`src/hdl/wmc_pkg.sv`:
```
package wmc_pkg;

    localparam int WINDOW_LEN  = 40;
    localparam int PIXEL_W     = 8;
    localparam int TOTAL_W     = 14;
    localparam int MEAN_W      = 8;
    localparam int LEVEL_W     = 8;
    localparam int LEVEL_MAX   = 199;
    localparam int CURVE_SCALE = 200;
    localparam int CURVE_KNEE  = 125;
    localparam int TABLE_DEPTH = 1 << MEAN_W;

    // floor(x / WINDOW_LEN) ~= (x * RECIP) >> RECIP_SHIFT, low by at most one
    localparam int RECIP_SHIFT = TOTAL_W;
    localparam int RECIP       = (1 << RECIP_SHIFT) / WINDOW_LEN;
    localparam int RECIP_W     = $clog2(RECIP + 1);
    localparam int PROD_W      = TOTAL_W + RECIP_W;

    localparam int QUEUE_DEPTH = 8;
    localparam int QUEUE_AW    = $clog2(QUEUE_DEPTH);
    localparam int COUNT_W     = $clog2(QUEUE_DEPTH + 1);

    typedef logic [TABLE_DEPTH-1:0][LEVEL_W-1:0] level_table_t;

    typedef struct packed {
        logic              valid;
        logic [MEAN_W-1:0] diff;
    } diff_push_t;

    typedef struct packed {
        logic not_empty;
        logic full;
    } queue_stat_t;

    // level = floor(SCALE*d*d / (KNEE + d*d)); shift-subtract, quotient fits LEVEL_W bits
    function automatic level_table_t build_level_table();
        level_table_t tbl;
        int sq;
        int rem;
        int den;
        int q;
        for (int d = 0; d < TABLE_DEPTH; d++)
        begin
            sq  = d * d;
            rem = CURVE_SCALE * sq;
            den = CURVE_KNEE + sq;
            q   = 0;
            for (int b = LEVEL_W - 1; b >= 0; b--)
            begin
                if (rem >= (den << b))
                begin
                    rem = rem - (den << b);
                    q   = q | (1 << b);
                end
            end
            tbl[d] = LEVEL_W'(q);
        end
        return tbl;
    endfunction

    localparam level_table_t LEVEL_TABLE = build_level_table();

endpackage

```
`src/hdl/wmc_front.sv`:
```
module wmc_front
    import wmc_pkg::*;
(
    input  logic               clk,
    input  logic               rst_n,
    input  logic               in_valid,
    output logic               in_ready,
    input  logic               row_start,
    input  logic [PIXEL_W-1:0] left_pixel,
    input  logic [PIXEL_W-1:0] right_pixel,
    input  logic               pop,
    output diff_push_t         push
);

    logic [PIXEL_W-1:0] left_tap_reg  [WINDOW_LEN];
    logic [PIXEL_W-1:0] right_tap_reg [WINDOW_LEN];
    logic [WINDOW_LEN-1:0] tap_valid_reg, tap_valid_next;

    logic [TOTAL_W-1:0] left_total_reg, left_total_next;
    logic [TOTAL_W-1:0] right_total_reg, right_total_next;

    logic [COUNT_W-1:0] pending_reg, pending_next;

    logic accept;
    logic [PIXEL_W-1:0] left_out, right_out;

    // stage A: updated totals
    logic               a_valid_reg;

    // stage B: reciprocal products
    logic               b_valid_reg;
    logic [MEAN_W-1:0]  b_left_q_reg, b_right_q_reg;
    logic [TOTAL_W-1:0] b_left_total_reg, b_right_total_reg;
    logic [PROD_W-1:0]  left_prod, right_prod;

    // stage C: corrected means
    logic               c_valid_reg;
    logic [MEAN_W-1:0]  c_left_mean_reg, c_right_mean_reg;
    logic [TOTAL_W-1:0] left_rem, right_rem;
    logic [MEAN_W-1:0]  left_mean, right_mean;

    assign accept   = in_valid && in_ready;
    assign in_ready = (pending_reg < COUNT_W'(QUEUE_DEPTH));

    always_comb
    begin
        pending_next = pending_reg;
        if (accept && !pop)
            pending_next = pending_reg + COUNT_W'(1);
        else if (!accept && pop)
            pending_next = pending_reg - COUNT_W'(1);
    end

    // sample leaving the window; cleared taps count as zero
    assign left_out  = (tap_valid_reg[WINDOW_LEN-1] && !row_start)
                       ? left_tap_reg[WINDOW_LEN-1]  : '0;
    assign right_out = (tap_valid_reg[WINDOW_LEN-1] && !row_start)
                       ? right_tap_reg[WINDOW_LEN-1] : '0;

    always_comb
    begin
        left_total_next  = left_total_reg;
        right_total_next = right_total_reg;
        tap_valid_next   = tap_valid_reg;
        if (accept)
        begin
            left_total_next  = (row_start ? '0 : left_total_reg)
                               - TOTAL_W'(left_out) + TOTAL_W'(left_pixel);
            right_total_next = (row_start ? '0 : right_total_reg)
                               - TOTAL_W'(right_out) + TOTAL_W'(right_pixel);
            tap_valid_next   = row_start ? WINDOW_LEN'(1)
                                         : {tap_valid_reg[WINDOW_LEN-2:0], 1'b1};
        end
    end

    always_ff @(posedge clk or negedge rst_n)
    begin
        if (!rst_n)
        begin
            tap_valid_reg   <= '0;
            left_total_reg  <= '0;
            right_total_reg <= '0;
            pending_reg     <= '0;
            a_valid_reg     <= 1'b0;
            b_valid_reg     <= 1'b0;
            c_valid_reg     <= 1'b0;
        end
        else
        begin
            tap_valid_reg   <= tap_valid_next;
            left_total_reg  <= left_total_next;
            right_total_reg <= right_total_next;
            pending_reg     <= pending_next;
            a_valid_reg     <= accept;
            b_valid_reg     <= a_valid_reg;
            c_valid_reg     <= b_valid_reg;
        end
    end

    always_ff @(posedge clk)
    begin
        if (accept)
        begin
            left_tap_reg[0]  <= left_pixel;
            right_tap_reg[0] <= right_pixel;
            for (int i = 1; i < WINDOW_LEN; i++)
            begin
                left_tap_reg[i]  <= left_tap_reg[i-1];
                right_tap_reg[i] <= right_tap_reg[i-1];
            end
        end
    end

    // totals registers hold the item from the previous transfer here
    assign left_prod  = PROD_W'(left_total_reg)  * PROD_W'(RECIP);
    assign right_prod = PROD_W'(right_total_reg) * PROD_W'(RECIP);

    always_ff @(posedge clk)
    begin
        b_left_q_reg      <= left_prod[RECIP_SHIFT +: MEAN_W];
        b_right_q_reg     <= right_prod[RECIP_SHIFT +: MEAN_W];
        b_left_total_reg  <= left_total_reg;
        b_right_total_reg <= right_total_reg;
    end

    assign left_rem   = b_left_total_reg  - TOTAL_W'(b_left_q_reg  * WINDOW_LEN);
    assign right_rem  = b_right_total_reg - TOTAL_W'(b_right_q_reg * WINDOW_LEN);
    assign left_mean  = b_left_q_reg
                        + MEAN_W'(left_rem  >= TOTAL_W'(WINDOW_LEN));
    assign right_mean = b_right_q_reg
                        + MEAN_W'(right_rem >= TOTAL_W'(WINDOW_LEN));

    always_ff @(posedge clk)
    begin
        c_left_mean_reg  <= left_mean;
        c_right_mean_reg <= right_mean;
    end

    assign push.valid = c_valid_reg;
    assign push.diff  = (c_left_mean_reg > c_right_mean_reg)
                        ? c_left_mean_reg - c_right_mean_reg
                        : c_right_mean_reg - c_left_mean_reg;

endmodule

```
`src/hdl/wmc_queue.sv`:
```
module wmc_queue
    import wmc_pkg::*;
(
    input  logic              clk,
    input  logic              rst_n,
    input  diff_push_t        push,
    input  logic              pop,
    output logic [MEAN_W-1:0] head,
    output queue_stat_t       stat
);

    logic [MEAN_W-1:0]   entry_reg [QUEUE_DEPTH];
    logic [QUEUE_AW-1:0] wr_ptr_reg, rd_ptr_reg;
    logic [COUNT_W-1:0]  count_reg, count_next;

    always_comb
    begin
        count_next = count_reg;
        if (push.valid && !pop)
            count_next = count_reg + COUNT_W'(1);
        else if (!push.valid && pop)
            count_next = count_reg - COUNT_W'(1);
    end

    always_ff @(posedge clk or negedge rst_n)
    begin
        if (!rst_n)
        begin
            wr_ptr_reg <= '0;
            rd_ptr_reg <= '0;
            count_reg  <= '0;
        end
        else
        begin
            if (push.valid)
                wr_ptr_reg <= (wr_ptr_reg == QUEUE_AW'(QUEUE_DEPTH - 1))
                              ? '0 : wr_ptr_reg + QUEUE_AW'(1);
            if (pop)
                rd_ptr_reg <= (rd_ptr_reg == QUEUE_AW'(QUEUE_DEPTH - 1))
                              ? '0 : rd_ptr_reg + QUEUE_AW'(1);
            count_reg <= count_next;
        end
    end

    always_ff @(posedge clk)
    begin
        if (push.valid)
            entry_reg[wr_ptr_reg] <= push.diff;
    end

    assign head           = entry_reg[rd_ptr_reg];
    assign stat.not_empty = (count_reg != '0);
    assign stat.full      = (count_reg == COUNT_W'(QUEUE_DEPTH));

endmodule

```
`src/hdl/wmc_back.sv`:
```
module wmc_back
    import wmc_pkg::*;
(
    input  logic               clk,
    input  logic               rst_n,
    input  logic [MEAN_W-1:0]  head,
    input  queue_stat_t        stat,
    output logic               pop,
    output logic               out_valid,
    input  logic               out_ready,
    output logic [LEVEL_W-1:0] level
);

    logic               out_valid_reg;
    logic [LEVEL_W-1:0] level_reg;

    assign pop = stat.not_empty && (!out_valid_reg || out_ready);

    always_ff @(posedge clk or negedge rst_n)
    begin
        if (!rst_n)
            out_valid_reg <= 1'b0;
        else if (pop)
            out_valid_reg <= 1'b1;
        else if (out_ready)
            out_valid_reg <= 1'b0;
    end

    always_ff @(posedge clk)
    begin
        if (pop)
            level_reg <= LEVEL_TABLE[head];
    end

    assign out_valid = out_valid_reg;
    assign level     = level_reg;

endmodule

```
`src/hdl/window_mean_contrast_map_core.sv`:
```
// An input transfer passes the totals, product and mean registers, the queue and the level register.
// Throughput: one item per cycle while s_axis_tready is high, set by window shift and total update.
// An 8-entry queue sits between the mean pipeline and the table/output register;
// s_axis_tready drops once 8 items are in flight and not yet taken by the back end.
// Reset (rst_n low, async): windows and totals read as zero, pipeline and queue empty.
module window_mean_contrast_map_core
    import wmc_pkg::*;
(
    input  logic                 clk,
    input  logic                 rst_n,
    input  logic                 s_axis_tvalid,
    output logic                 s_axis_tready,
    input  logic [2*PIXEL_W-1:0] s_axis_tdata,  // right_pixel in the high byte, left_pixel in the low byte
    input  logic                 s_axis_tuser,  // row_start
    output logic                 m_axis_tvalid,
    input  logic                 m_axis_tready,
    output logic [LEVEL_W-1:0]   m_axis_tdata   // level
);

    diff_push_t        push;
    queue_stat_t       stat;
    logic              pop;
    logic [MEAN_W-1:0] head;

    wmc_front u_front (
        .clk         (clk),
        .rst_n       (rst_n),
        .in_valid    (s_axis_tvalid),
        .in_ready    (s_axis_tready),
        .row_start   (s_axis_tuser),
        .left_pixel  (s_axis_tdata[PIXEL_W-1:0]),
        .right_pixel (s_axis_tdata[2*PIXEL_W-1:PIXEL_W]),
        .pop         (pop),
        .push        (push)
    );

    wmc_queue u_queue (
        .clk   (clk),
        .rst_n (rst_n),
        .push  (push),
        .pop   (pop),
        .head  (head),
        .stat  (stat)
    );

    wmc_back u_back (
        .clk       (clk),
        .rst_n     (rst_n),
        .head      (head),
        .stat      (stat),
        .pop       (pop),
        .out_valid (m_axis_tvalid),
        .out_ready (m_axis_tready),
        .level     (m_axis_tdata)
    );

    // credit count must keep the queue from overrunning
    assert property (@(posedge clk) disable iff (!rst_n)
        !(push.valid && stat.full && !pop))
    else $error("diff queue overflow");

    assert property (@(posedge clk) disable iff (!rst_n)
        pop |-> stat.not_empty)
    else $error("pop from empty diff queue");

    assert property (@(posedge clk) disable iff (!rst_n)
        m_axis_tvalid |-> (m_axis_tdata <= LEVEL_W'(LEVEL_MAX)))
    else $error("level out of range");

endmodule

```
`config.mk`:
```
export PLATFORM = sky130hd
export DESIGN_NAME = window_mean_contrast_map_core
export DESIGN_NICKNAME = d
export VERILOG_FILES = /design/src/hdl/wmc_pkg.sv /design/src/hdl/wmc_front.sv /design/src/hdl/wmc_queue.sv /design/src/hdl/wmc_back.sv /design/src/hdl/window_mean_contrast_map_core.sv
export SDC_FILE = /design/constraint.sdc
export NUM_CORES = 1
export LEC_CHECK = 0
export CAP_MARGIN = 40
export CORE_ASPECT_RATIO = 0.75
export CORE_MARGIN = 2
export CORE_UTILIZATION = 57
export CTS_CLUSTER_DIAMETER = 80
export DETAILED_ROUTE_END_ITERATION = 16
export DONT_BUFFER_PORTS = 1
export PLACE_DENSITY = 0.8
export SLEW_MARGIN = 30
export SYNTH_ARGS = -nofsm -noshare
export SYNTH_HDL_FRONTEND = slang
export SYNTH_SLANG_ARGS = --single-unit
```
`constraint.sdc`:
```
create_clock -name clk -period 23 [get_ports clk]
set_input_delay 3.45 -clock clk [delete_from_list [all_inputs] [get_ports clk]]
set_output_delay 3.45 -clock clk [all_outputs]
set_load 0.02 [all_outputs]
```
# Yosys cells after proc, flatten, opt, wreduce, memory -nomap -nowiden
# Memories as Yosys holds them, arrays and structs flattened. A register that Yosys moved wholly into a read port is not among the register bits.
# Cells that the tools add are included.
# classes
n_addsub	16
multipliers	4
magnitude_cmp	4
n_eq_ne	2
mux	18
reduce_logical	17
# op_table
op	count
14-bit by 9-bit multiplier with 22-bit output, second input constant	2
40-bit two-way mux	1
14-bit by 8-bit adder with 14-bit output	2
14-bit by 6-bit greater-or-equal comparator with 1-bit output, second input constant	2
14-bit two-way mux	2
14-bit subtractor	2
14-bit by 8-bit subtractor with 14-bit output	2
8-bit two-way mux	3
8-bit by 3-bit multiplier with 11-bit output, second input constant	2
8-bit by 1-bit adder with 8-bit output	2
4-bit two-way mux	4
8-bit subtractor	2
4-bit by 1-bit adder with 4-bit output, second input constant	2
8-bit greater-than comparator	1
4-bit by 1-bit subtractor with 4-bit output, second input constant	2
1-bit logical AND	7
3-bit by 1-bit adder with 3-bit output, second input constant	2
3-bit == test, second input constant	2
1-bit two-way mux	6
3-bit two-way mux	2
2-bit nonzero test	3
1-bit logical NOT	5
4-bit < comparator, second input constant	1
4-bit nonzero test	1
1-bit logical OR	1
# totals
reg_bits	146
ramBits	704
rom_bits	2048
input_bits	21
out_inout_bits	10
wordCells	82
mem_count	4
# memory_table
memory	depth	width	read_ports	rd_clocked_by_memory_dff	wr	line	rtl
(no name shown)	256	8	1	1	0	wmc_back.sv:32	level_reg <= LEVEL_TABLE[head];
u_front.left_tap_reg	40	8	40	0	40	wmc_front.sv:15	logic [PIXEL_W-1:0] left_tap_reg [WINDOW_LEN];
u_front.right_tap_reg	40	8	40	0	40	wmc_front.sv:16	logic [PIXEL_W-1:0] right_tap_reg [WINDOW_LEN];
u_queue.entry_reg	8	8	1	0	1	wmc_queue.sv:12	logic [MEAN_W-1:0] entry_reg [QUEUE_DEPTH];

# Longest topological paths before layout
# Gate-level depths: netlist of run 1.
# logic_depth
depth_word	6
ltp_mapped	19
ltp_nobuf	19

# Hierarchy
# From an unflattened synthesis of run 1, not the netlist that was laid out.
# unflattened
cells_unflattened	2255
area_unflattened_um2	35559.1
# modules_own_cells
mod	n_inst	cells_each	area_each_um2	seq_area_each_um2
wmc_front	1	1970	31350.1	22176.3
wmc_queue	1	157	3120.5	2172.1
wmc_back	1	128	1088.5	265.3

# Worst setup path before layout of run 1
# No wires, ideal clock.
# synth_path
path_type	input to register
startpoint	input port s_axis_tvalid
endpoint	register u_front.pending_reg[3]
arrival_ps	24586
required_time_ps	22871
setup_slack_ps	-1714
path_stages	12
path_buffers	2
cell_sequence	nand2_1 -> inv_1 -> clkbuf_1 -> clkbuf_1 -> ha_1 -> inv_1 -> ha_1 -> a21o_1 -> a21oi_1 -> xnor2_1 -> nor2_1 -> xnor2_1
# synth_via
elab_chain_cells	4
elab_cells_between_ends	6
# synth_lines
item	line	rtl
start, declared	window_mean_contrast_map_core.sv:11	input logic s_axis_tvalid,
1-bit logical AND *	wmc_front.sv:42	assign accept = in_valid && in_ready;
net u_front.accept	wmc_front.sv:24	logic accept;
1-bit logical NOT	wmc_front.sv:50	else if (!accept && pop)
1-bit logical AND	wmc_front.sv:50	
2-bit nonzero test (no line)	-	
end signal, assigned	wmc_front.sv:93	pending_reg <= pending_next;
end, declared	wmc_front.sv:22	logic [COUNT_W-1:0] pending_reg, pending_next;
# The timed path passes the listed nets; every way through them passes the cells marked *.
# A chain may end at the register's enable or synchronous reset.

# Final worst setup path of run 1
# layout_path
startpoint	input port s_axis_tuser
endpoint	register u_front.right_total_reg[13]
# layout_via
elab_chain_cells	5
elab_cells_between_ends	6
# layout_lines
item	line	rtl
start, declared	window_mean_contrast_map_core.sv:14	input logic s_axis_tuser,
1-bit logical NOT	wmc_front.sv:57	assign right_out = (tap_valid_reg[WINDOW_LEN-1] && !row_start)
1-bit logical AND	wmc_front.sv:57	
8-bit two-way mux	wmc_front.sv:58	? right_tap_reg[WINDOW_LEN-1] : '0;
14-bit by 8-bit subtractor with 14-bit output *	wmc_front.sv:70	- TOTAL_W'(right_out) + TOTAL_W'(right_pixel);
14-bit by 8-bit adder with 14-bit output *	wmc_front.sv:70	
end signal, assigned	wmc_front.sv:92	right_total_reg <= right_total_next;
end, declared	wmc_front.sv:20	logic [TOTAL_W-1:0] right_total_reg, right_total_next;
# Mark *: on every way between the ends. The rest lies on a longest branch, timed or not.

==> reports/qor.yml, run 1 <==
status: "finished clean"
drc: 0
holdBufCountCts: 0
min_delay_path_depth: 0
synth_top_family_by_area: "adder cells"
cp-end-kind: "flop"
yosys.area.top_type_share: 0.6054
regToRegEndpoint: "u_front.b_left_q_reg[7]$_DFF_P_"
clk_path_buf_depth: 3
wl_met1_um: 28040
final_max_slew_viol_count: 0
first_pass_iters: 7
clockRootBuffer: "clkbuf_16"
yosys_warnings: 0
slowest_stage: "nor2b_1"
clk_latency_ns: 0.63
syn_area_um2: 35320
drv_cap: 0
yosys.area_share.simple: 0.05984
path_cells: "nor2b_1 -> buf_4 -> and2_1 -> fa_1 -> inv_1 -> ha_1 -> a21o_1 -> a21o_1 -> a21o_1 -> o31a_1 -> a41o_1 -> o41ai_2 -> mux2i_1 -> nand4_1"
route.antenna.remaining_nets: 0
die_x_um: 291.4
post_drt_via_cell_ratio: 5.543
ios: 31
cts_sinks: 852
fin_util: 0.6418
synth_fa_ha_area_frac: 0.1261
syn2layout_area_growth_pct: 10.68
synth_flop_cell: "edfxtp_1"
n_fill_cell: 4045
synth_common_cells: "edfxtp_1, inv_1, ha_1"
clkTransAtPathRegs_ns: 0.06
ys_top_cells_by_area: "edfxtp_1, ha_1, dfrtp_1, fa_1, dfxtp_1"
synth.most_common_cell: "edfxtp_1"
fin_crit_sh: 0.2865
reg2reg_slack_ns: 18.24
relSlewSlack: 0.4291
final-setup-viol-count: 0
top_layer_used: "met4"
synth.distinct_cells: 81
synth_xor_area_frac: 0.02282
vias: 17500
routed_wl_um: 59220
syn_avg_cell_area_um2: 15.85
finalNetCount: 2623
synthMuxAreaShare: 0.02019
cp.arrival_ns: 7.08
hp-start: "u_front.b_valid_reg$_DFF_PN0_"
port_buffers: 0
async_flop_share: 0.1009
critical_path_required_ns: 23.49
place_congestion: 0.8446
max_freq_ghz: 0.1518
synth_edf_count: 712
dp_hpwl_um: 34540
finalClockSkew_ns: 0.03337
rows: 78
post-cts-setup-buffers: 0
coreArea_um2: 60900
grt-ovfl-total: 0
cts_made_buffers: 78
seq_area_frac_synth: 0.6970
dr_wl_met3_um: 2892
grt_max_degree: 129
wl_per_cell_um: 18.76
post-place-cells: 3007
cts.repair.resized: 0
syn_inst: 2228
dieHeight_um: 219.6
grt_pass1_vias: 17470
cts_tree: "yes"
cp-start-kind: "primary input"
reg2reg_from: "u_front.left_total_reg[6]$_DFFE_PN0P_"
crit_path_max_fanout: 72
criticalPathCategory: "in -> reg"
synth_compound_area_frac: 0.04319
rsz0062_at_grt: "false"
period_needed_ns: 6.589
layout-drive-gt1-share: 0.07849
routed-wl-met2_um: 27220
dieArea_um2: 63980
initial_utilization: 0.5799
hold_path_end: "u_front.c_valid_reg$_DFF_PN0_"
track_usage: 0.1881
critPathMostFrequentCell: "a21o_1"
yosys.area.top_type: "edfxtp_1"
antenna_found_initial: 0
h-tree-depth: 3
first_iter_violations: 1385
grt_pass1_wl_um: 94470
synth_fp_nets: 2557
setup_tns_ns: 0
max_slew.worst_pin.slew_ns: 0.8564
reg2reg_depth: 15
instances_no_fill: 3157
critPathMaxStageDelay_ns: 0.48
hold_class: "reg -> reg"
ys_ff_latch: 852
hold_viol: 0
diodes: 0
==> metal layers <==
metal / vias up / track usage
met5: - / 0
met4: 0 / 0.05069
met3: 93 / 0.03288
met2: 483 / 0.2947
met1: 8750 / 0.2762
li1: 8172 / -
==> cells in the final DEF (no fill, tap or decap), types with 9 or more instances in the layout <==
cell type | synthesis | final
clkinv_2 | 0 | 11
clkinv_1 | 0 | 15
buf_4 | 2 | 13
bufinv_16 | 0 | 13
clkbuf_1 | 20 | 10
and2_1 | 18 | 18
inv_1 | 236 | 235
nand3_1 | 23 | 23
clkbuf_16 | 0 | 78
fa_1 | 80 | 80
a21o_1 | 26 | 26
xor2_1 | 31 | 31
o21ai_0 | 72 | 72
nor2b_1 | 17 | 17
nand2b_1 | 40 | 40
dfrtp_1 | 86 | 86
ha_1 | 228 | 228
and3_1 | 9 | 9
nand3b_1 | 41 | 41
dfxtp_1 | 54 | 54
nand2_1 | 146 | 145
nand4_1 | 10 | 10
nor2_1 | 63 | 63
a31oi_1 | 11 | 11
nor3_1 | 25 | 25
edfxtp_1 | 712 | 712
mux2_2 | 9 | 9
mux4_2 | 9 | 9
xnor2_1 | 61 | 61
a21oi_1 | 63 | 63
==> critical path, delay by kind of cell <==
kind | cells | cell delay (ns)
muxes | 1 | 0.24
buffers and inverters | 2 | 0.36
adders and majority gates | 2 | 0.70
AOI/OAI and AO/OA | 6 | 1.56
and+or+nand+nor | 3 | 0.73
==> how the worst max path moves through the flow <==
stage	start	end	slack, ns	cells after the start
finish	s_axis_tuser	u_front.right_total_reg[13]$_DFFE_PN0P_	16.41	14
detailed placement	s_axis_tuser	u_front.right_total_reg[13]$_DFFE_PN0P_	15.96	14
global placement	s_axis_tuser	u_front.right_total_reg[13]$_DFFE_PN0P_	15.98	14
CTS	s_axis_tuser	u_front.right_total_reg[13]$_DFFE_PN0P_	16.53	14
floorplan	s_axis_tvalid	u_front.pending_reg[3]$_DFFE_PN0P_	8.79	12
global route	s_axis_tuser	u_front.right_total_reg[13]$_DFFE_PN0P_	16.29	14
==> cells by family after synthesis <==
| group | after synthesis |
|---|---|
| AOI/OAI and AO/OA | 242 |
| xor gates and xnor gates | 92 |
| adders and majority gates | 308 |
| buffers and inverters | 276 |
| DFF | 852 |
| muxes | 40 |
| and+or+nand+nor | 418 |
==> per-stage QoR <==
step / worst slack (ns) / instance area [um^2] / hold WS (ns)
after floorplan: 8.793 / 35320 / 0.3312
final: 16.41 / 39090 / 0.3584
after detailed placement: 15.96 / 36310 / 0.3542
after global placement: 15.98 / 36220 / 0.3552
after global routing: 16.29 / 39090 / 0.3698
after CTS: 16.53 / 38990 / 0.3672
==> area by class of cell <==
type,count,area (um^2),area share
clock buffers,88,1989,0.05090
well taps,800,1001,0.02561
clock inverters,55,689.4,0.01764
multi-input cells,1100,9614,0.2460
repair buffers,23,275.3,0.007042
flip-flops and latches,852,24610,0.6297
inverters,239,904.6,0.02314
Power of run 1 is not shown: default switching activity piles up to over one toggle a cycle in this logic, so the estimate is an artifact.
==> run 2, diff against run 1 <==
ABC_AREA = 1   (was unset)
CORE_UTILIZATION = 60   (was 57)
PLACE_DENSITY = 0.81   (was 0.8)
clock period = 6.8 ns   (was 23 ns; I/O delays follow)
==> run 2 against run 1 <==
Net effect:
- clock-buffer cell count rose by 12
- non-clock buffer count fell by 2
- critical endpoint is now u_front.c_right_mean_reg[7]$_DFF_P_
- area after synthesis is 1.7% higher
- final cell count increased by 11%
- critical path type is now reg -> reg
- flip-flop and latch count is the same
- sequential share of layout area is 0.77 points lower
- hold slack worse by 0.25 ns
- via count grew 9.9%
- die area down 3.3%
- global-route usage up 1.6 points
- design area grew 1.2%
==> reports/qor.yml, run 2 <==
syn2layout_area_growth_pct: 10.18
max_freq_ghz: 0.2450
grt_use_met2: 0.3079
fin_util: 0.6700
vias: 19230
rsz0062_at_grt: "false"
criticalPathCategory: "reg -> reg"
dieArea_um2: 61850
status: "finished clean"
cp-end-kind: "flop"
first_pass_iters: 5
ys_ff_latch: 852
busiest_layer: "met2"
route.antenna.remaining_nets: 0
wl_per_cell_um: 17.75
port_buffers: 0
first_iter_violations: 1663
crit_path_max_fanout: 4
period_needed_ns: 4.082
relSlewSlack: 0.4766
setup_tns_ns: 0
syn_area_um2: 35910
diodes: 0
syn_avg_cell_area_um2: 13.82
synth_flop_cell: "edfxtp_1"
synth_edf_count: 712
use_met3: 0.03351
cts_made_buffers: 76
reg2reg_from: "u_front.b_right_q_reg[1]$_DFF_P_"
track_usage: 0.2039
grt_max_degree: 214
critPathMostFrequentCell: "nand2_1"
yosys_warnings: 0
seq_area_frac_synth: 0.6854
post-cts-setup-buffers: 0
grt_pass1_vias: 19130
use_met1: 0.3075
cts.repair.resized: 0
final-setup-viol-count: 0
layout-drive-gt1-share: 0.06434
clockRootBuffer: "clkbuf_16"
cts_tree: "yes"
ios: 31
initial_utilization: 0.6081
ys_top_cells_by_area: "edfxtp_1, ha_1, dfrtp_1, fa_1, nand2_1"
coreArea_um2: 59060
slowest_stage: "fa_1"
post_drt_via_cell_ratio: 5.479
synth_common_cells: "edfxtp_1, nand2_1, inv_1"
synth_fp_nets: 2927
finalClockSkew_ns: 0.03741
critPathMaxStageDelay_ns: 0.42
h-tree-depth: 3
hold_viol: 0
dp_hpwl_um: 39230
grt-ovfl-total: 0
synth.most_common_cell: "edfxtp_1"
max_slew.worst_pin.slew_ns: 0.7851
reg2reg_slack_ns: 2.72
async_flop_share: 0.1009
die_x_um: 286.5
drc: 0
antenna_found_initial: 0
regToRegEndpoint: "u_front.c_right_mean_reg[7]$_DFF_P_"
holdBufCountCts: 0
hold_class: "in -> async"
fin_crit_sh: 0.6003
routed_wl_um: 62320
finalNetCount: 2987
clkTransAtPathRegs_ns: 0.06
layout_common_cells: "edfxtp_1, nand2_1, inv_1"
clk_latency_ns: 0.63
syn_inst: 2598
cp.arrival_ns: 4.59
yosys.area.top_type: "edfxtp_1"
crit_start: "u_front.b_right_q_reg[1]$_DFF_P_"
cts_sinks: 852
rows: 77
critical_path_required_ns: 7.31
dieHeight_um: 215.9
reg2reg_depth: 22
clk_path_buf_depth: 3
final_max_slew_viol_count: 0
drv_cap: 0
grt_pass1_wl_um: 99500
yosys.area.top_type_share: 0.5953
cp-start-kind: "flop"
n_fill_cell: 3910
layout_commonest_cell: "edfxtp_1"
synth.distinct_cells: 55
path_cells: "ha_1 -> ha_1 -> fa_1 -> a21oi_1 -> o21bai_1 -> xor2_1 -> ha_1 -> nand2_1 -> nor2_1 -> nand2_1 -> o211ai_1 -> nand2_1 -> a21oi_1 -> nor2_1 -> nand2_1 -> nand2_1 -> nand3_1 -> ha_1 -> nand3_1 -> nor3_1 -> nand3_1 -> xnor2_1"
place_congestion: 0.8900
-- run 2: critical path: cells and delay by family, from the launching register on --
| kind | cells | cell delay, ns |
|---|---|---|
| adder cells (fa/ha/maj) | 5 | 1.47 |
| AND/OR/NAND/NOR | 11 | 1.17 |
| AO/OA/AOI/OAI | 4 | 0.61 |
| flip-flops | 1 | 0.40 |
| XOR/XNOR | 2 | 0.32 |
-- run 2: cell type report --
class / count / area [um^2] / area share
clock buffers: 100 / 2032 / 0.05135
multi-input cells: 1336 / 9662 / 0.2442
flip-flops and latches: 852 / 24610 / 0.6220
inverters: 371 / 1410 / 0.03564
clock inverters: 40 / 601.8 / 0.01521
repair buffers: 21 / 262.8 / 0.006640
well taps: 790 / 988.4 / 0.02498
-- run 2: logic make-up (layout without fill, tap and decap cells) --
kind of cell,after synthesis,in the layout,synth area share
flops,852,852,0.6854
simple gates,644,644,0.07623
buf+inv,410,532,0.04574
fa+ha+maj,308,308,0.1240
compound gates,298,298,0.04756
xor+xnor,84,84,0.02049
mux,2,2,0.0005923
-- run 2: layer usage --
layer,wire (um),vias to the layer above
met5,0,-
met4,1522,0
met3,3202,101
met2,27890,552
met1,29700,9500
li1,-,9080
-- run 2: how the worst max path moves through the flow --
stage / endpoint / slack, ns / depth (start not counted)
floorplan: u_front.pending_reg[3]$_DFFE_PN0P_ / 0.97 / 13
global placement: u_front.c_right_mean_reg[7]$_DFF_P_ / 2.96 / 22
detailed placement: u_front.right_total_reg[10]$_DFFE_PN0P_ / 2.80 / 13
CTS: u_front.c_right_mean_reg[7]$_DFF_P_ / 2.77 / 22
global route: u_front.c_right_mean_reg[7]$_DFF_P_ / 2.46 / 22
finish: u_front.c_right_mean_reg[7]$_DFF_P_ / 2.72 / 22
-- run 2: through the flow --
step	hold WS, ns	instances	area (um^2)	worst slack (ns)
6_report	0.1076	3510	39570	2.718
5_1_grt	0.07474	3510	39570	2.462
3_5_place_dp	0.3404	3363	36800	2.796
3_3_place_gp	0.3348	3359	36770	2.961
2_1_floorplan	0.3312	2598	35920	0.9709
4_1_cts	0.06265	3503	39440	2.770
Power of run 2 is left out for the same reason.
